==> src/design/tcw_pkg.sv <==
// ----------------------------------------------------------------------------
// Text console writer package
// Screen geometry, character codes, result kinds and the job record that the
// front part hands to the back part.
// ----------------------------------------------------------------------------
package tcw_pkg;

  localparam int COLUMNS    = 80;
  localparam int ROWS       = 25;
  localparam int SAVE_DEPTH = 16;
  localparam int QDEPTH     = 4;

  localparam int LIN_W      = 11;
  localparam int COL_W      = $clog2(COLUMNS);
  localparam int ROW_W      = $clog2(ROWS + 1);
  localparam int SAVE_IDX_W = $clog2(SAVE_DEPTH);
  localparam int SAVE_CNT_W = $clog2(SAVE_DEPTH + 1);
  localparam int Q_IDX_W    = $clog2(QDEPTH);
  localparam int Q_CNT_W    = $clog2(QDEPTH + 1);

  localparam logic [COL_W-1:0] COL_LAST     = COL_W'(COLUMNS - 1);
  localparam logic [COL_W:0]   COLUMNS_X    = (COL_W + 1)'(COLUMNS);
  localparam logic [ROW_W-1:0] ROW_LIMIT    = ROW_W'(ROWS);
  localparam logic [LIN_W-1:0] SCROLL_INDEX = LIN_W'((ROWS - 1) * COLUMNS);

  localparam logic [7:0] ATTR_RESET = 8'h0F;

  localparam logic [7:0] CH_BS     = 8'h08;
  localparam logic [7:0] CH_TAB    = 8'h09;
  localparam logic [7:0] CH_LF     = 8'h0A;
  localparam logic [7:0] CH_CR     = 8'h0D;
  localparam logic [7:0] CH_ESC    = 8'h1B;
  localparam logic [7:0] CH_SPACE  = 8'h20;
  localparam logic [7:0] CH_ZERO   = 8'h30;
  localparam logic [7:0] CH_NINE   = 8'h39;
  localparam logic [7:0] CH_SEMI   = 8'h3B;
  localparam logic [7:0] CH_LBRACK = 8'h5B;
  localparam logic [7:0] CH_M      = 8'h6D;

  localparam logic OP_PUT   = 1'b0;
  localparam logic OP_CLEAR = 1'b1;

  typedef enum logic [1:0] {
    KIND_CURSOR = 2'd0,
    KIND_WRITE  = 2'd1,
    KIND_SCROLL = 2'd2,
    KIND_FILL   = 2'd3
  } kind_t;

  typedef struct packed {
    logic             has_pri;
    kind_t            pri_kind;
    logic [LIN_W-1:0] pri_index;
    logic [7:0]       pri_char;
    logic [7:0]       attr;
    logic             scroll;
    logic [LIN_W-1:0] cursor;
  } job_t;

endpackage

==> src/design/tcw_if.sv <==
// ----------------------------------------------------------------------------
// Text console writer channels
// Valid/ready channels for console bytes, frame-store commands and the
// configuration register.
// ----------------------------------------------------------------------------
interface tcw_in_if;
  logic       valid;
  logic       ready;
  logic       operation;
  logic [7:0] ch;

  modport source (output valid, operation, ch, input ready);
  modport sink (input valid, operation, ch, output ready);
endinterface

interface tcw_out_if;
  logic                      valid;
  logic                      ready;
  tcw_pkg::kind_t            kind;
  logic [tcw_pkg::LIN_W-1:0] cell_index;
  logic [15:0]               cell_word;
  logic [tcw_pkg::LIN_W-1:0] cursor;
  logic                      last;

  modport source (output valid, kind, cell_index, cell_word, cursor, last, input ready);
  modport sink (input valid, kind, cell_index, cell_word, cursor, last, output ready);
endinterface

interface tcw_cfg_if;
  logic valid;
  logic ready;
  logic data;

  modport source (output valid, data, input ready);
  modport sink (input valid, data, output ready);
endinterface

==> src/design/tcw_front.sv <==
// ----------------------------------------------------------------------------
// Text console writer front end
// Accepts console beats, runs the escape parser and cursor arithmetic, and
// queues one job per beat that produces frame-store commands.
// ----------------------------------------------------------------------------
module tcw_front (
  input  logic          clk,
  input  logic          rst_n,
  tcw_in_if.sink        in_chan,
  tcw_cfg_if.sink       cfg_chan,
  input  logic          q_full,
  output logic          q_push,
  output tcw_pkg::job_t q_job
);
  import tcw_pkg::*;

  logic                  en_r, en_nxt;
  logic [ROW_W-1:0]      row_r, row_nxt;
  logic [COL_W-1:0]      col_r, col_nxt;
  logic [LIN_W-1:0]      lin_r, lin_nxt;
  logic                  esc_r, esc_nxt;
  logic                  br_r, br_nxt;
  logic [7:0]            attr_r, attr_nxt;
  logic [15:0]           dig_r, dig_nxt;
  logic [15:0]           back_r, back_nxt;
  logic [SAVE_CNT_W-1:0] cnt_r, cnt_nxt;
  logic [7:0]            save_r [SAVE_DEPTH];

  logic                  sv_we;
  logic [SAVE_IDX_W-1:0] sv_widx;
  logic [SAVE_IDX_W-1:0] sv_ridx;

  logic                  accept;
  logic [7:0]            ch;
  logic                  is_digit;
  logic [15:0]           dig_add;
  logic [2:0]            tab_step;
  logic [COL_W:0]        tab_sum;
  logic [COL_W:0]        tab_wrap;

  logic [ROW_W-1:0]      mv_row;
  logic [COL_W-1:0]      mv_col;
  logic                  mv_wr;
  logic [LIN_W-1:0]      mv_idx;
  logic [7:0]            mv_chr;
  logic                  mv_scroll;

  assign ch             = in_chan.ch;
  assign in_chan.ready  = !q_full;
  assign cfg_chan.ready = 1'b1;
  assign accept         = in_chan.valid && in_chan.ready;

  assign is_digit = (ch >= CH_ZERO) && (ch <= CH_NINE);
  assign dig_add  = {dig_r[12:0], 3'b000} + {12'd0, 4'(ch - CH_ZERO)};
  assign tab_step = 3'd4 - {1'b0, lin_r[1:0]};
  assign tab_sum  = {1'b0, col_r} + {{(COL_W - 2){1'b0}}, tab_step};
  assign tab_wrap = tab_sum - COLUMNS_X;

  // Cursor movement and cell write for a printable or control byte.
  always_comb begin
    mv_row    = row_r;
    mv_col    = col_r;
    mv_wr     = 1'b0;
    mv_idx    = lin_r;
    mv_chr    = ch;
    mv_scroll = 1'b0;
    if (ch >= CH_SPACE) begin
      mv_wr = 1'b1;
      if (col_r == COL_LAST) begin
        mv_col = '0;
        mv_row = row_r + 1'b1;
      end else begin
        mv_col = col_r + 1'b1;
      end
    end else begin
      case (ch)
        CH_LF: begin
          mv_col = '0;
          mv_row = row_r + 1'b1;
        end
        CH_BS: begin
          if (lin_r != '0) begin
            mv_wr  = 1'b1;
            mv_idx = lin_r - 1'b1;
            mv_chr = CH_SPACE;
            if (col_r != '0) begin
              mv_col = col_r - 1'b1;
            end else begin
              mv_col = COL_LAST;
              mv_row = row_r - 1'b1;
            end
          end
        end
        CH_TAB: begin
          if (tab_sum >= COLUMNS_X) begin
            mv_col = tab_wrap[COL_W-1:0];
            mv_row = row_r + 1'b1;
          end else begin
            mv_col = tab_sum[COL_W-1:0];
          end
        end
        CH_CR: begin
          mv_col = '0;
        end
        default: begin
        end
      endcase
    end
    if (mv_row == ROW_LIMIT) begin
      mv_scroll = 1'b1;
      mv_row    = mv_row - 1'b1;
    end
  end

  always_comb begin
    en_nxt   = en_r;
    row_nxt  = row_r;
    col_nxt  = col_r;
    esc_nxt  = esc_r;
    br_nxt   = br_r;
    attr_nxt = attr_r;
    dig_nxt  = dig_r;
    back_nxt = back_r;
    cnt_nxt  = cnt_r;
    sv_we    = 1'b0;
    sv_widx  = cnt_r[SAVE_IDX_W-1:0];
    sv_ridx  = (cnt_r >= SAVE_CNT_W'(2)) ? SAVE_IDX_W'(cnt_r - SAVE_CNT_W'(2)) : '0;
    q_push   = 1'b0;

    q_job.has_pri   = mv_wr;
    q_job.pri_kind  = KIND_WRITE;
    q_job.pri_index = mv_idx;
    q_job.pri_char  = mv_chr;
    q_job.attr      = attr_r;
    q_job.scroll    = mv_scroll;

    if (cfg_chan.valid) begin
      en_nxt = cfg_chan.data;
    end

    if (accept) begin
      if (in_chan.operation == OP_CLEAR) begin
        row_nxt         = '0;
        col_nxt         = '0;
        q_push          = 1'b1;
        q_job.has_pri   = 1'b1;
        q_job.pri_kind  = KIND_FILL;
        q_job.pri_index = '0;
        q_job.pri_char  = '0;
        q_job.scroll    = 1'b0;
      end else if (ch == CH_ESC) begin
        esc_nxt = 1'b1;
      end else if (esc_r) begin
        if (en_r) begin
          if (ch == CH_LBRACK) begin
            br_nxt = 1'b1;
            if (cnt_r < SAVE_CNT_W'(SAVE_DEPTH)) begin
              sv_we   = 1'b1;
              cnt_nxt = cnt_r + 1'b1;
            end
          end else if (br_r) begin
            if (ch == CH_SEMI) begin
              br_nxt   = 1'b0;
              back_nxt = back_r + dig_r;
              dig_nxt  = '0;
            end else if (ch == CH_M) begin
              br_nxt   = 1'b0;
              esc_nxt  = 1'b0;
              back_nxt = '0;
              if (cnt_r != '0) begin
                attr_nxt = save_r[sv_ridx];
                cnt_nxt  = (cnt_r >= SAVE_CNT_W'(2)) ? cnt_r - SAVE_CNT_W'(2) : '0;
              end
            end else if (is_digit) begin
              dig_nxt = dig_add;
            end
          end else if (ch == CH_M) begin
            attr_nxt = {back_r[3:0], 4'b0000} | dig_r[7:0];
            dig_nxt  = '0;
            back_nxt = '0;
            esc_nxt  = 1'b0;
          end else if (is_digit) begin
            dig_nxt = dig_add;
          end
        end else if (ch == CH_M) begin
          esc_nxt = 1'b0;
        end
      end else begin
        row_nxt = mv_row;
        col_nxt = mv_col;
        q_push  = 1'b1;
      end
    end

    lin_nxt      = LIN_W'(LIN_W'(row_nxt) * LIN_W'(COLUMNS)) + LIN_W'(col_nxt);
    q_job.cursor = lin_nxt;
  end

  always_ff @(posedge clk) begin
    if (!rst_n) begin
      en_r   <= 1'b1;
      row_r  <= '0;
      col_r  <= '0;
      lin_r  <= '0;
      esc_r  <= 1'b0;
      br_r   <= 1'b0;
      attr_r <= ATTR_RESET;
      dig_r  <= '0;
      back_r <= '0;
      cnt_r  <= '0;
    end else begin
      en_r   <= en_nxt;
      row_r  <= row_nxt;
      col_r  <= col_nxt;
      lin_r  <= lin_nxt;
      esc_r  <= esc_nxt;
      br_r   <= br_nxt;
      attr_r <= attr_nxt;
      dig_r  <= dig_nxt;
      back_r <= back_nxt;
      cnt_r  <= cnt_nxt;
    end
  end

  always_ff @(posedge clk) begin
    if (sv_we) begin
      save_r[sv_widx] <= attr_r;
    end
  end

  a_cursor_on_screen: assert property (@(posedge clk) disable iff (!rst_n)
    (row_r < ROW_LIMIT) && (col_r <= COL_LAST))
    else $error("Cursor left the screen.");

  a_save_bounded: assert property (@(posedge clk) disable iff (!rst_n)
    cnt_r <= SAVE_CNT_W'(SAVE_DEPTH))
    else $error("Attribute save stack overran.");

  a_escape_silent: assert property (@(posedge clk) disable iff (!rst_n)
    (accept && esc_r && (in_chan.operation == OP_PUT)) |-> !q_push)
    else $error("A byte inside an escape produced a job.");

endmodule

==> src/design/tcw_queue.sv <==
// ----------------------------------------------------------------------------
// Text console writer job queue
// Short first-in first-out store of jobs between the front and back parts.
// ----------------------------------------------------------------------------
module tcw_queue (
  input  logic          clk,
  input  logic          rst_n,
  input  logic          push,
  input  tcw_pkg::job_t push_job,
  output logic          full,
  input  logic          pop,
  output logic          head_valid,
  output tcw_pkg::job_t head_job
);
  import tcw_pkg::*;

  job_t               mem_r [QDEPTH];
  logic [Q_IDX_W-1:0] wr_ptr_r, wr_ptr_nxt;
  logic [Q_IDX_W-1:0] rd_ptr_r, rd_ptr_nxt;
  logic [Q_CNT_W-1:0] cnt_r, cnt_nxt;

  assign full       = (cnt_r == Q_CNT_W'(QDEPTH));
  assign head_valid = (cnt_r != '0);
  assign head_job   = mem_r[rd_ptr_r];

  always_comb begin
    wr_ptr_nxt = push ? wr_ptr_r + 1'b1 : wr_ptr_r;
    rd_ptr_nxt = pop ? rd_ptr_r + 1'b1 : rd_ptr_r;
    cnt_nxt    = cnt_r + Q_CNT_W'(push) - Q_CNT_W'(pop);
  end

  always_ff @(posedge clk) begin
    if (!rst_n) begin
      wr_ptr_r <= '0;
      rd_ptr_r <= '0;
      cnt_r    <= '0;
    end else begin
      wr_ptr_r <= wr_ptr_nxt;
      rd_ptr_r <= rd_ptr_nxt;
      cnt_r    <= cnt_nxt;
    end
  end

  always_ff @(posedge clk) begin
    if (push) begin
      mem_r[wr_ptr_r] <= push_job;
    end
  end

  a_no_push_full: assert property (@(posedge clk) disable iff (!rst_n)
    push |-> !full)
    else $error("Job pushed into a full queue.");

  a_no_pop_empty: assert property (@(posedge clk) disable iff (!rst_n)
    pop |-> head_valid)
    else $error("Job popped from an empty queue.");

endmodule

==> src/design/tcw_back.sv <==
// ----------------------------------------------------------------------------
// Text console writer back end
// Expands each queued job into its frame-store commands, one beat per cycle
// while the output channel is ready, through a registered output stage.
// ----------------------------------------------------------------------------
module tcw_back (
  input  logic          clk,
  input  logic          rst_n,
  input  logic          head_valid,
  input  tcw_pkg::job_t head_job,
  output logic          pop,
  tcw_out_if.source     out_chan
);
  import tcw_pkg::*;

  typedef enum logic [2:0] {
    PH_PRI    = 3'b001,
    PH_SCROLL = 3'b010,
    PH_CURSOR = 3'b100
  } phase_t;

  phase_t           ph_r, ph_nxt, eff;
  logic             out_valid_r, out_valid_nxt;
  kind_t            kind_r;
  logic [LIN_W-1:0] idx_r;
  logic [15:0]      word_r;
  logic [LIN_W-1:0] cur_r;
  logic             last_r;

  kind_t            res_kind;
  logic [LIN_W-1:0] res_idx;
  logic [15:0]      res_word;
  logic             res_last;
  logic             load;

  always_comb begin
    eff = ph_r;
    if ((eff == PH_PRI) && !head_job.has_pri) begin
      eff = PH_SCROLL;
    end
    if ((eff == PH_SCROLL) && !head_job.scroll) begin
      eff = PH_CURSOR;
    end
    case (eff)
      PH_PRI: begin
        res_kind = head_job.pri_kind;
        res_idx  = head_job.pri_index;
        res_word = {head_job.attr, head_job.pri_char};
      end
      PH_SCROLL: begin
        res_kind = KIND_SCROLL;
        res_idx  = SCROLL_INDEX;
        res_word = {head_job.attr, CH_SPACE};
      end
      default: begin
        res_kind = KIND_CURSOR;
        res_idx  = '0;
        res_word = '0;
      end
    endcase
    res_last = (eff == PH_CURSOR);
    load     = head_valid && (!out_valid_r || out_chan.ready);
    pop      = load && res_last;

    ph_nxt = ph_r;
    if (load) begin
      if (res_last) begin
        ph_nxt = PH_PRI;
      end else if (eff == PH_PRI) begin
        ph_nxt = PH_SCROLL;
      end else begin
        ph_nxt = PH_CURSOR;
      end
    end

    out_valid_nxt = out_valid_r;
    if (load) begin
      out_valid_nxt = 1'b1;
    end else if (out_chan.ready) begin
      out_valid_nxt = 1'b0;
    end
  end

  always_ff @(posedge clk) begin
    if (!rst_n) begin
      ph_r        <= PH_PRI;
      out_valid_r <= 1'b0;
    end else begin
      ph_r        <= ph_nxt;
      out_valid_r <= out_valid_nxt;
    end
  end

  always_ff @(posedge clk) begin
    if (load) begin
      kind_r <= res_kind;
      idx_r  <= res_idx;
      word_r <= res_word;
      cur_r  <= head_job.cursor;
      last_r <= res_last;
    end
  end

  assign out_chan.valid      = out_valid_r;
  assign out_chan.kind       = kind_r;
  assign out_chan.cell_index = idx_r;
  assign out_chan.cell_word  = word_r;
  assign out_chan.cursor     = cur_r;
  assign out_chan.last       = last_r;

endmodule

==> src/design/text_console_writer_core.sv <==
// ----------------------------------------------------------------------------
// Text console writer core
// Turns console bytes and clear requests into frame-store commands for an
// 80 by 25 text screen, with colour escape parsing.
//
//   Channel   Direction  Beat carries
//   in_chan   sink       operation, ch
//   out_chan  source     kind, cell_index, cell_word, cursor, last
//   cfg_chan  sink       data (escape colours enable)
//
// An accepted byte's job goes through the queue and the output register.
// Each byte outside an escape gives one to three commands, and the single
// output register sends one per cycle while out_chan is ready.
// A four-job queue lets input continue while the output is stalled.
// Synchronous reset; no clearing pass is needed after reset.
// ----------------------------------------------------------------------------
module text_console_writer_core (
  input  logic      clk,
  input  logic      rst_n,
  tcw_in_if.sink    in_chan,
  tcw_out_if.source out_chan,
  tcw_cfg_if.sink   cfg_chan
);
  import tcw_pkg::*;

  logic q_push;
  job_t q_push_job;
  logic q_full;
  logic q_pop;
  logic q_head_valid;
  job_t q_head_job;

  tcw_front u_front (
    .clk      (clk),
    .rst_n    (rst_n),
    .in_chan  (in_chan),
    .cfg_chan (cfg_chan),
    .q_full   (q_full),
    .q_push   (q_push),
    .q_job    (q_push_job)
  );

  tcw_queue u_queue (
    .clk        (clk),
    .rst_n      (rst_n),
    .push       (q_push),
    .push_job   (q_push_job),
    .full       (q_full),
    .pop        (q_pop),
    .head_valid (q_head_valid),
    .head_job   (q_head_job)
  );

  tcw_back u_back (
    .clk        (clk),
    .rst_n      (rst_n),
    .head_valid (q_head_valid),
    .head_job   (q_head_job),
    .pop        (q_pop),
    .out_chan   (out_chan)
  );

endmodule
==> src/flat_wrapper.sv <==
// flat-port wrapper written by rule: the top's interface ports become plain ports
module text_console_writer_core_flat import tcw_pkg::*;
  (clk, rst_n, in_chan_valid, in_chan_operation, in_chan_ch, in_chan_ready, out_chan_valid, out_chan_kind, out_chan_cell_index, out_chan_cell_word, out_chan_cursor, out_chan_last, out_chan_ready, cfg_chan_valid, cfg_chan_data, cfg_chan_ready);
  tcw_in_if in_chan_i ();
  tcw_out_if out_chan_i ();
  tcw_cfg_if cfg_chan_i ();
  input  logic clk;
  input  logic rst_n;
  input wire logic [$bits(in_chan_i.valid)-1:0] in_chan_valid;
  input wire logic [$bits(in_chan_i.operation)-1:0] in_chan_operation;
  input wire logic [$bits(in_chan_i.ch)-1:0] in_chan_ch;
  output wire logic [$bits(in_chan_i.ready)-1:0] in_chan_ready;
  output wire logic [$bits(out_chan_i.valid)-1:0] out_chan_valid;
  output wire logic [$bits(out_chan_i.kind)-1:0] out_chan_kind;
  output wire logic [$bits(out_chan_i.cell_index)-1:0] out_chan_cell_index;
  output wire logic [$bits(out_chan_i.cell_word)-1:0] out_chan_cell_word;
  output wire logic [$bits(out_chan_i.cursor)-1:0] out_chan_cursor;
  output wire logic [$bits(out_chan_i.last)-1:0] out_chan_last;
  input wire logic [$bits(out_chan_i.ready)-1:0] out_chan_ready;
  input wire logic [$bits(cfg_chan_i.valid)-1:0] cfg_chan_valid;
  input wire logic [$bits(cfg_chan_i.data)-1:0] cfg_chan_data;
  output wire logic [$bits(cfg_chan_i.ready)-1:0] cfg_chan_ready;
  assign in_chan_i.valid = in_chan_valid;
  assign in_chan_i.operation = in_chan_operation;
  assign in_chan_i.ch = in_chan_ch;
  assign in_chan_ready = in_chan_i.ready;
  assign out_chan_valid = out_chan_i.valid;
  assign out_chan_kind = out_chan_i.kind;
  assign out_chan_cell_index = out_chan_i.cell_index;
  assign out_chan_cell_word = out_chan_i.cell_word;
  assign out_chan_cursor = out_chan_i.cursor;
  assign out_chan_last = out_chan_i.last;
  assign out_chan_i.ready = out_chan_ready;
  assign cfg_chan_i.valid = cfg_chan_valid;
  assign cfg_chan_i.data = cfg_chan_data;
  assign cfg_chan_ready = cfg_chan_i.ready;
  text_console_writer_core u_core (.clk(clk), .rst_n(rst_n), .in_chan(in_chan_i), .out_chan(out_chan_i), .cfg_chan(cfg_chan_i));
endmodule
==> config.mk <==
export PLATFORM = sky130hd
export DESIGN_NAME = text_console_writer_core_flat
export DESIGN_NICKNAME = d
export VERILOG_FILES = /design/src/design/tcw_pkg.sv /design/src/design/tcw_if.sv /design/src/design/tcw_front.sv /design/src/design/tcw_queue.sv /design/src/design/tcw_back.sv /design/src/design/text_console_writer_core.sv /design/src/flat_wrapper.sv
export SDC_FILE = /design/constraint.sdc
export NUM_CORES = 1
export LEC_CHECK = 0
export ABC_CLOCK_PERIOD_IN_PS = 8900
export CAP_MARGIN = 20
export CORE_MARGIN = 5
export CORE_UTILIZATION = 45
export CTS_BUF_LIST = sky130_fd_sc_hd__clkbuf_4 sky130_fd_sc_hd__clkbuf_8
export CTS_CLUSTER_DIAMETER = 50
export CTS_CLUSTER_SIZE = 16
export DETAILED_ROUTE_END_ITERATION = 8
export DONT_BUFFER_PORTS = 1
export GPL_TIMING_DRIVEN = 0
export PLACE_DENSITY_LB_ADDON = 0.08
export REMOVE_ABC_BUFFERS = 1
export SLEW_MARGIN = 20
export SYNTH_ARGS = -nofsm -noshare
export SYNTH_HDL_FRONTEND = slang
export SYNTH_SLANG_ARGS = --single-unit
==> constraint.sdc <==
create_clock -name clk -period 8.9 [get_ports clk]
set_input_delay 0.89 -clock clk [delete_from_list [all_inputs] [get_ports clk]]
set_output_delay 0.89 -clock clk [all_outputs]
set_load 0.005 [all_outputs]
======== Yosys cells after proc, flatten, opt, wreduce, memory -nomap -nowiden ========
Memory sizes are Yosys's and may differ from the RTL's. A register that Yosys moved wholly into a read port is not among the register bits.
Cells that the tools add are included.
word-level totals
  flip-flop bits (word level) ............. 123
  latch bits .............................. 0
  bits in writable memories ............... 296
  bits in read-only memories .............. 0
  word-level logic and storage cells ...... 193
  memories kept ........................... 2
memory list
  name                   words  bits a word  rd ports  clocked after Yosys merged registers in  write ports  RTL line         source
  u_core.u_queue.mem_r   4      42           1         1                                        1            tcw_queue.sv:17  job_t mem_r [QDEPTH];
  u_core.u_front.save_r  16     8            1         0                                        1            tcw_front.sv:27  logic [7:0] save_r [SAVE_DEPTH];
cells by class
  add/sub/neg operators ................... 19
  $mul .................................... 1
  div/mod/pow operators ................... 0
  $lt $le $gt $ge ......................... 6
  equal/unequal tests ..................... 21
  shifts and indexed selects .............. 0
  multiplexer cells ....................... 92
  bitwise operators ....................... 4
  reductions and logical operators ........ 28
operators with widths
  kind                                                                    count
  16-bit 2-to-1 mux                                                       8
  5-bit 2-to-1 mux                                                        17
  8-bit 2-to-1 mux                                                        8
  7-bit 2-to-1 mux                                                        9
  22-bit 2-to-1 mux                                                       2
  1-bit 2-to-1 mux                                                        33
  11-bit 2-to-1 mux                                                       3
  8-bit by 4-bit == test with 1-bit output (second input constant)        4
  16-bit case mux with 2 select lines                                     1
  11-bit case mux with 2 select lines                                     1
  7-bit case mux with 3 select lines                                      1
  10-bit AND reduction                                                    2
  16-bit adder                                                            1
  16-bit by 4-bit adder with 16-bit output                                1
  8-bit by 7-bit == test with 1-bit output (second input constant)        2
  8-bit by 6-bit >= comparator with 1-bit output (second input constant)  2
  5-bit case mux with 3 select lines                                      1
  3-bit 2-to-1 mux                                                        4
  2-bit nonzero test                                                      6
  11-bit by 7-bit adder with 11-bit output                                1
  11-bit nonzero test                                                     1
  11-bit by 1-bit subtractor with 11-bit output (second input constant)   1
  5-bit by 1-bit adder with 5-bit output (second input constant)          2
  5-bit by 1-bit subtractor with 5-bit output (second input constant)     2
  41 further kinds                                                        58

======== Longest topological paths before layout ========
Gate-level depths: netlist of the first run.
  depth after elaboration ................. 14
  depth in mapped cells ................... 28

======== Modules after synthesis ========
A second synthesis of the first run with hierarchy kept.
second synthesis, totals
  cells, all modules ...................... 1358
  area, all modules ....................... 17966.0 um^2
by module, submodules not included
  module     instances  cells an instance  area each (um^2)
  tcw_front  1          984                9660.5
  tcw_queue  1          263                6557.5
  tcw_back   1          111                1747.9

======== Least setup slack after synthesis of the first run ========
OpenSTA, ideal clock, no wires.
  path type ............................... register to register
  from .................................... register u_core.u_front.col_r[0]
  to ...................................... register u_core.u_front.lin_r[10]
  setup time .............................. 0.115 ns
  data arrival time ....................... 5.571 ns
  required time ........................... 8.785 ns
  slack ................................... 3.214 ns
  stages on the path, launching flop included .. 27
  path buffers ............................ 1
  cell sequence ........................... dfxtp_1 clkbuf_1 inv_1 ha_1 ha_1 nor2b_1 o211ai_1 nor2b_1 inv_1 ha_1 nand4_1 a31oi_1 a21oi_1 or4_1 o211a_1 or4_4 o211ai_2 nand2_1 ha_1 ha_1 inv_1 fa_1 or2_2 a211oi_1 nor2_1 xnor2_1 and2_1
RTL lines
  element                 RTL line          source
  start, declared         tcw_front.sv:19   logic [COL_W-1:0] col_r, col_nxt;
  start signal, assigned  tcw_front.sv:214  col_r <= col_nxt;
  end signal, assigned    tcw_front.sv:215  lin_r <= lin_nxt;
  end, declared           tcw_front.sv:20   logic [LIN_W-1:0] lin_r, lin_nxt;

==> results_dict.tcl, run 1 <==
set metrics [dict create \
    outcome "completed" \
    cts_max_path_buffers 3 \
    skew_ns 0.0360 \
    power.switching_mw 1.14 \
    initial_core_util 0.453 \
    cpPeakStageDelay_ns 0.59 \
    insertion_delay_ns 0.62 \
    drv_cap 0 \
    ir_worst_vdd_v 0.000117 \
    worst_pin_slew_ns 1.13 \
    p_sw_frac 0.269 \
    dr.pass1.iters 4 \
    p_total_mw 4.24 \
    pre_cts_ws_ns 2.34 \
    hold_viol 0 \
    setup_slack_ns 2.21 \
    worst_path_max_delay_cell "dfxtp_1" \
    place_area_um2 17800 \
    grt_max_degree 42 \
    syn_area_um2 17000 \
    pwr-share-clk 0.308 \
    max_freq_ghz 0.149 \
    place_hpwl_mm 25.6 \
    globalRouteOverflowTotal 0 \
    grt_pass1_wl_mm 58.8 \
    clk_pin_slew_worst_paths_ns 0.09 \
    worstSetupStartpoint "u_core.u_front.col_r[0]$_SDFF_PN0_" \
    core.rowCount 71 \
    hold_class "in -> reg" \
    drive_above_1_share 0.153 \
    yosysTopAreaCell "edfxtp_1" \
    cp_max_fo 10 \
    cts_num_sinks 393 \
    grt_setup_unrepaired "false" \
    ios 59 \
    fin_crit_ns 6.69 \
    holdWs_ns 0.366 \
    synth_enable_flop_cells 333 \
    cp-start-kind "flip-flop" \
    die_x_um 204 \
    slew_viol_final 0 \
    p_int_mw 3.10 \
    final_cell_area_um2 18700 \
    critPathArrivalTime_ns 7.04 \
    post_cts_resized 0 \
    drc 0 \
    path_common_cell "ha_1" \
    setup_viol 0 \
    diodes 0 \
    stdcell_count 1729 \
    vias 9698 \
    critPathKind "reg -> reg" \
    yosysSeqAreaShare 0.660 \
    r2r_start "u_core.u_front.col_r[0]$_SDFF_PN0_" \
    synth.avg_cell_area_um2 14.3 \
    ant_nets 0 \
    p_leak_nw 6.09 \
    fin_nets 1237 \
    placed_cells 1651 \
    synthArstFlopShare 0 \
    drtIter0Drc 677 \
    ys.warnings.count 0 \
    wl_per_cell_um 21.9 \
    ys.flop_type "edfxtp_1" \
    coreArea_um2 37500 \
    yosysMostFrequentCell "edfxtp_1" \
    p_comb_frac 0.136 \
    cts_buffers 42 \
    die_h_um 204 \
    grtUsageTotal 0.184 \
    synth.area.top_cells "edfxtp_1 59%, mux4_2 8.6%, dfxtp_1 7.1%" \
    port_buffers 0 \
    worst_ep_required_time_ns 9.25 \
    antenna_found_initial 0 \
    worstHoldStart "rst_n" \
    synthToLayoutAreaGrowth_pct 10.4 \
    slew_headroom 0.240 \
    cts_setup_buffers 0 \
    synthCells 1186 \
    die_area_um2 41700 \
    synth_cell_type_count 69 \
    place_congestion 0.868 \
    wl_mm 37.9 \
    clock_tree.root_cell "clkbuf_8" \
    finalCritPeriodShare 0.752 \
    viasPerCell 5.61 \
    setup-tns-final_ns 0 \
    synth_seq_cells 393 \
    cts_tree "built" \
    p_per_area_nw_per_um2 226 \
    cts_hold_buf 0 \
    sequentialPowerShare 0.555 \
    crit_path_end_kind "flip-flop" \
    synth_top_area_share 0.589 \
    grt_pass1_vias 9716 \
    final_util 0.500 \
    cts-htree-levels 2 \
    synth.cells.most_frequent "333 x edfxtp_1, 105 x nor2_1, 78 x nand2_1" \
]
[worst paths after layout]
check                                                              to  slack [ns]  cells past startpoint
worst max register to register  u_core.u_queue.mem_r[0][10]$_DFFE_PP_        2.21                     25
worst min register to register   u_core.u_front.dig_r[6]$_SDFFE_PN0P_        0.50                      2
worst max-delay path            u_core.u_queue.mem_r[0][10]$_DFFE_PP_        2.21                     25
worst min-delay path                 u_core.u_front.en_r$_SDFFE_PN1P_        0.37                      1
[area by class of cell]
type | instances | area, um^2
clock buffer | 49 | 649
clock inverter | 29 | 312
fill | 3290 | 18700
inverter | 46 | 174
multi-input combinational | 685 | 5420
sequential | 393 | 11200
tap | 511 | 639
timing repair buffer | 16 | 347
[layer usage]
metal | part of all wire | global-route usage | wire length [um]
met1 | 0.48 | 0.272 | 18200
met2 | 0.44 | 0.277 | 16800
met3 | 0.053 | 0.0379 | 2010
met4 | 0.023 | 0.0541 | 855
met5 | 0 | 0 | 0
[critical path: cells and delay by family (launching register included)]
family	cells	cell delay, ns
buffers and inverters	2	0.25
AOI/OAI and AO/OA	8	1.50
and+or+nand+nor	9	2.23
xor gates and xnor gates	1	0.42
DFF	1	0.59
adders and majority gates	5	1.43
[sequential cells by signal, summed over array words and instances (netlist names), 4 cells and up, named ones only]
name                               cells
u_core.u_front.row_r                   5
u_core.u_back.out_chan.cursor         11
u_core.u_front.lin_r                   7
u_core.u_front.back_r                  4
u_core.u_back.out_chan.cell_word      16
u_core.u_front.col_r                   7
u_core.u_front.save_r                128
u_core.u_front.attr_r                  8
u_core.u_queue.mem_r                 164
u_core.u_front.dig_r                   8
u_core.u_back.out_chan.cell_index     11
u_core.u_front.cnt_r                   5
[power groups by stage]
stage | sequential (mW) | clock, mW | combinational, mW
floorplan | 2.39 | 0 | 0.359
global placement | 2.43 | 0 | 0.503
detailed placement | 2.40 | 0 | 0.589
CTS | 2.36 | 1.35 | 0.591
global route | 2.38 | 1.43 | 0.641
finish | 2.35 | 1.31 | 0.578
[cells in the final DEF (no fill, tap or decap), types with 7 or more instances in the layout]
master and instances:
xor2_1 11, nand2_1 78, clkbuf_8 45, o22ai_1 22, nor3_1 25, inv_1 41
nor2_1 98, xnor2_1 20, buf_16 8, nand2b_1 7, mux4_2 65, ha_1 34
nor2b_1 19, o221ai_1 19, o21ai_0 46, dfxtp_1 58, and2_1 20, a21oi_1 40
a211oi_1 12, mux2i_1 13, and3_1 20, nand3_1 18, edfxtp_1 333
[logic make-up after synthesis]
group | share of synthesized area
AOI/OAI and AO/OA | 0.0764
xor gates and xnor gates | 0.0173
adders and majority gates | 0.0298
buffers and inverters | 0.0246
DFF | 0.660
muxes | 0.0939
other | 0.000221
and+or+nand+nor | 0.0978
No activity file was read; power rests on OpenSTA's default activity.
==> run 2, diff against run 1 <==
ABC_CLOCK_PERIOD_IN_PS = 6900   (was 8900)
clock period = 6.9 ns   (was 8.9 ns; I/O delays follow)
==> run 2 against run 1 <==
  * Design area about the same
  * Via count down 0.10%
  * Worst setup slack worse by 1.8 ns
  * Largest cell class unchanged
  * Sequential cell count unchanged
  * Utilization about the same
  * First-iteration DRC count down 1.0%
  * Hold slack worse by 0.20 ns
  * Total power up 29%
  * Critical path depth up 1
  * Non-clock buffer count unchanged
  * Sequential power up 29%
==> results_dict.tcl, run 2 (synthesized netlist as in run 1, its figures left out) <==
set metrics [dict create \
    outcome "completed" \
    gr-usage-met1 0.272 \
    place_area_um2 17800 \
    fin_nets 1237 \
    setup_viol 0 \
    p_leak_nw 6.14 \
    critPathKind "reg -> reg" \
    viasPerCell 5.60 \
    drtIter0Drc 670 \
    path_buf_inv 3 \
    path_common_cell "ha_1" \
    worst_ep_required_time_ns 7.42 \
    holdWs_ns 0.167 \
    clk_pin_slew_worst_paths_ns 0.09 \
    final_cell_mix "333 x edfxtp_1, 98 x nor2_1, 78 x nand2_1" \
    skew_ns 0.0384 \
    cts_setup_buffers 0 \
    grt_max_degree 42 \
    worst_path_max_delay_cell "dfxtp_1" \
    wl_per_cell_um 21.9 \
    crit_family "simple AND/OR/NAND/NOR gates" \
    worst_pin_slew_ns 1.08 \
    cpPeakStageDelay_ns 0.59 \
    cp-start-kind "flip-flop" \
    hold_viol 0 \
    grtUsageTotal 0.184 \
    grt_util_met3 0.0379 \
    place_congestion 0.868 \
    insertion_delay_ns 0.62 \
    p_per_area_nw_per_um2 291 \
    setup-tns-final_ns 0 \
    hold_class "in -> reg" \
    core.rowCount 71 \
    synthToLayoutAreaGrowth_pct 10.5 \
    grt_busiest_layer "met2" \
    ir_worst_vdd_v 0.000150 \
    drc 0 \
    hold_path_end "u_core.u_front.en_r$_SDFFE_PN1P_" \
    place_hpwl_mm 25.6 \
    r2r_start "u_core.u_front.col_r[0]$_SDFF_PN0_" \
    fill_cells 3289 \
    ff2ff_setup_slack_ns 0.37 \
    ant_nets 0 \
    initial_core_util 0.453 \
    cts_buffers 42 \
    die_h_um 204 \
    hold_depth 1 \
    drv_cap 0 \
    ios 59 \
    die_x_um 204 \
    globalRouteOverflowTotal 0 \
    port_buffers 0 \
    rr_worst_depth 26 \
    grt_pass1_vias 9716 \
    clock_tree.root_cell "clkbuf_8" \
    worstHoldStart "rst_n" \
    timing.rr.end "u_core.u_front.lin_r[10]$_SDFF_PN0_" \
    critPathArrivalTime_ns 7.05 \
    cts_num_sinks 393 \
    grt_setup_unrepaired "false" \
    drive_above_1_share 0.154 \
    finalCritPeriodShare 0.946 \
    dr.pass1.iters 5 \
    diodes 0 \
    crit_path_end_kind "flip-flop" \
    cts_max_path_buffers 3 \
    vias 9688 \
    wl_mm 37.9 \
    die_area_um2 41700 \
    antenna_found_initial 0 \
    cts-htree-levels 2 \
    final_cell_area_um2 18800 \
    cts_tree "built" \
    slew_viol_final 0 \
    max_freq_ghz 0.153 \
    final_util 0.500 \
    coreArea_um2 37500 \
    fin_crit_ns 6.53 \
    grt_pass1_wl_mm 58.8 \
    layout_commonest_cell "edfxtp_1" \
    cp_max_fo 10 \
    gr-usage-met2 0.277 \
    slew_headroom 0.278 \
    largest_register_ffs 164 \
    regMostFlops "u_core.u_queue.mem_r" \
]
run 2: cell types whose count changed in the layout (fill, tap and decap cells not counted):
| cell | change |
|---|---|
| xnor2_2 | +1 |
| xnor2_1 | -1 |
run 2: final cells by class:
| class | instances | area (um^2) | area share |
|---|---|---|---|
| clock buffers | 49 | 649 | 0.0346 |
| clock inverters | 29 | 312 | 0.0166 |
| inverters | 46 | 174 | 0.00927 |
| multi-input cells | 685 | 5430 | 0.289 |
| flip-flops and latches | 393 | 11200 | 0.598 |
| well taps | 511 | 639 | 0.0341 |
| repair buffers | 16 | 347 | 0.0185 |
run 2: layer usage:
layer	vias up	wire, um
li1	4546	-
met1	4834	18000
met2	261	16900
met3	47	2120
met4	0	854
met5	-	0
run 2: worst max-delay path by stage:
stage,start,to,slack [ns],cells after the start
floorplan,u_core.u_front.col_r[0]$_SDFF_PN0_,u_core.u_front.lin_r[10]$_SDFF_PN0_,1.33,25
global placement,u_core.u_front.cnt_r[0]$_SDFFE_PN0P_,u_core.u_front.attr_r[6]$_SDFFE_PN0P_,0.17,8
detailed placement,u_core.u_front.col_r[0]$_SDFF_PN0_,u_core.u_queue.mem_r[1][10]$_DFFE_PP_,0.34,24
CTS,u_core.u_front.col_r[0]$_SDFF_PN0_,u_core.u_queue.mem_r[0][10]$_DFFE_PP_,0.32,24
global route,u_core.u_front.col_r[0]$_SDFF_PN0_,u_core.u_front.lin_r[9]$_SDFF_PN0_,0.04,23
finish,u_core.u_front.col_r[0]$_SDFF_PN0_,u_core.u_front.lin_r[10]$_SDFF_PN0_,0.37,26
run 2: metrics by stage:
stage / power [mW] / instances / setup slack (ns)
floorplan: 3.54 / 1124 / 1.33
global placement: 3.79 / 1635 / 0.168
detailed placement: 3.86 / 1651 / 0.342
CTS: 5.55 / 1729 / 0.316
global route: 5.74 / 1729 / 0.0381
finish: 5.46 / 1729 / 0.374
run 2: repair_timing:
item | in CTS | in global routing
hold buffers | 0 | 0
gates resized for setup | 0 | 1
setup endpoints to repair | 0 | 5
hold endpoints to repair | 0 | 0
run 2: where the power goes:
group / switching (mW) / leakage [nW] / total, mW / internal (mW)
sequential: 0.126 / 3.62 / 3.04 / 2.91
clock: 0.897 / 0.477 / 1.68 / 0.786
combinational: 0.447 / 2.04 / 0.745 / 0.298
total: 1.47 / 6.14 / 5.46 / 3.99
==> run 3, diff against run 2 <==
ABC_AREA = 1   (was not set)
ABC_CLOCK_PERIOD_IN_PS = 7600   (was 6900)
clock period = 7.6 ns   (was 6.9 ns; I/O delays follow)
==> run 3 against run 2 <==
  * Clock skew up 0.022 ns
  * Synthesized area up 4.1%
  * Utilization about the same
  * Hold slack better by 0.053 ns
  * Global-route usage up 1.5 points
  * Die area up 3.9%
  * Largest cell class unchanged
==> results_dict.tcl, run 3 <==
set metrics [dict create \
    outcome "completed" \
    cts_num_sinks 393 \
    synth_top_area_share 0.566 \
    cts_max_path_buffers 3 \
    synth_cell_type_count 58 \
    path_buf_inv 1 \
    synthToLayoutAreaGrowth_pct 9.70 \
    hold_class "in -> reg" \
    drive_above_1_share 0.0972 \
    path_common_cell "nand2_1" \
    ant_nets 0 \
    setup-tns-final_ns 0 \
    initial_core_util 0.456 \
    post_cts_resized 0 \
    synth_enable_flop_cells 333 \
    wl_mm 43.7 \
    core.rowCount 72 \
    largest_register_ffs 164 \
    crit_path_end_kind "flip-flop" \
    grt_pass1_vias 11500 \
    globalRouteOverflowTotal 0 \
    setup_viol 0 \
    final_cell_mix "333 x edfxtp_1, 246 x nor2_1, 194 x nand2_1" \
    critPathArrivalTime_ns 5.96 \
    coreArea_um2 38700 \
    max_freq_ghz 0.185 \
    ys.flop_type "edfxtp_1" \
    slew_viol_final 0 \
    cpPeakStageDelay_ns 0.53 \
    vias 12000 \
    grtUsageTotal 0.199 \
    port_buffers 0 \
    crit_family "simple AND/OR/NAND/NOR gates" \
    cp-start-kind "flip-flop" \
    cts_tree "built" \
    die_h_um 208 \
    skew_ns 0.0606 \
    antenna_found_initial 0 \
    cts_hold_buf 0 \
    dr.pass1.iters 5 \
    p_per_area_nw_per_um2 263 \
    wl_per_cell_um 20.1 \
    ios 59 \
    viasPerCell 5.53 \
    synth.area.top_cells "edfxtp_1 57%, dfxtp_1 6.8%, nor2_1 5.3%" \
    yosysSeqAreaShare 0.634 \
    p_leak_nw 6.94 \
    synth.cells.most_frequent "333 x edfxtp_1, 250 x nor2_1, 197 x nand2_1" \
    cts-htree-levels 2 \
    clock_tree.root_cell "clkbuf_8" \
    diodes 0 \
    cts_buffers 42 \
    critPathKind "reg -> reg" \
    fin_nets 1676 \
    place_hpwl_mm 28.1 \
    fin_crit_ns 5.40 \
    synth.avg_cell_area_um2 10.8 \
    syn_area_um2 17700 \
    grt_setup_unrepaired "false" \
    ir_worst_vdd_v 0.000140 \
    p_total_mw 5.11 \
    die_area_um2 43300 \
    synthArstFlopShare 0 \
    stdcell_count 2174 \
    cp_max_fo 9 \
    placed_cells 2097 \
    holdWs_ns 0.220 \
    grt_pass1_wl_mm 67.7 \
    layout_commonest_cell "edfxtp_1" \
    drtIter0Drc 900 \
    final_cell_area_um2 19400 \
    finalCritPeriodShare 0.711 \
    cts_setup_buffers 0 \
    grt_max_degree 83 \
    hold_viol 0 \
    ys.warnings.count 0 \
    drc 0 \
    worst_path_max_delay_cell "dfxtp_1" \
    insertion_delay_ns 0.64 \
    yosysMostFrequentCell "edfxtp_1" \
    worst_pin_slew_ns 1.06 \
    die_x_um 208 \
    place_congestion 0.899 \
    worst_ep_required_time_ns 8.15 \
    synth_seq_cells 393 \
    place_area_um2 18400 \
    slew_headroom 0.296 \
    clk_pin_slew_worst_paths_ns 0.09 \
    regMostFlops "u_core.u_queue.mem_r" \
    drv_cap 0 \
    yosysTopAreaCell "edfxtp_1" \
    synthCells 1638 \
]
[run 3: cell count changes in the layout (fill, tap and decap cells not counted), sizes merged, moves of 14 or more]
cell | before | now
nand3 | 18 | 61
o211ai | 7 | 30
inv | 50 | 149
and3 | 20 | 0
nand2 | 78 | 203
o21ai | 47 | 179
a21oi | 40 | 98
nor2b | 19 | 0
and2 | 24 | 1
nor2 | 105 | 261
xnor2 | 20 | 6
mux4 | 65 | 0
[run 3: path summary, 6_finish.rpt]
kind,cells past startpoint,startpoint,to,slack [ns]
max,31,u_core.u_front.col_r[0]$_SDFF_PN0_,u_core.u_front.lin_r[10]$_SDFF_PN0_,2.20
min,2,rst_n,u_core.u_front.lin_r[4]$_SDFF_PN0_,0.22
max reg2reg,31,u_core.u_front.col_r[0]$_SDFF_PN0_,u_core.u_front.lin_r[10]$_SDFF_PN0_,2.20
min reg2reg,2,u_core.u_queue.rd_ptr_r[1]$_SDFFE_PN0P_,flip-flop,0.46
[run 3: worst reg2reg max path, delay by kind of cell (launching register included)]
family,cells,cell delay (ns)
buffers and inverters,1,0.19
and+or+nand+nor,21,2.18
DFF,1,0.53
AOI/OAI and AO/OA,2,0.43
adders and majority gates,5,1.58
xor gates and xnor gates,2,0.45
[run 3: stage by stage]
step | util | setup WS [ns]
after floorplan | - | 2.07
after global routing | 0.500 | 1.71
after CTS | 0.500 | 2.26
final | 0.500 | 2.20
after detailed placement | 0.474 | 2.22
after global placement | 0.465 | -1.04
[run 3: cell type report]
type | instances | area [um^2]
Fill cell | 3566 | 19400
Sequential cell | 393 | 11200
Multi-Input combinational cell | 1029 | 5680
Tap cell | 518 | 648
Clock buffer | 46 | 608
Inverter | 144 | 547
Clock inverter | 31 | 399
Timing Repair Buffer | 13 | 293
[run 3: where the power goes]
part	internal (mW)	total [mW]	switching [mW]
Clock	0.786	1.62	0.834
Sequential	2.63	2.73	0.103
Combinational	0.227	0.755	0.528
[run 3: logic make-up after synthesis]
| logic type | count (synthesis) | synth area share |
|---|---|---|
| AO/OA/AOI/OAI | 397 | 0.132 |
| XOR/XNOR | 27 | 0.0138 |
| adder cells (fa/ha/maj) | 38 | 0.0286 |
| buffers and inverters | 216 | 0.0481 |
| flip-flops | 393 | 0.634 |
| other | 1 | 0.000212 |
| AND/OR/NAND/NOR | 566 | 0.143 |
[run 3: metal layers]
metal  wire (um)  track usage  vias to the layer above  share of wire
met5           0            0                        -              0
met3        2470       0.0438                       58          0.057
met1       21100        0.295                     5886           0.48
met4         814       0.0473                        0          0.019
met2       19300        0.300                      285           0.44
li1            -            -                     5785              -
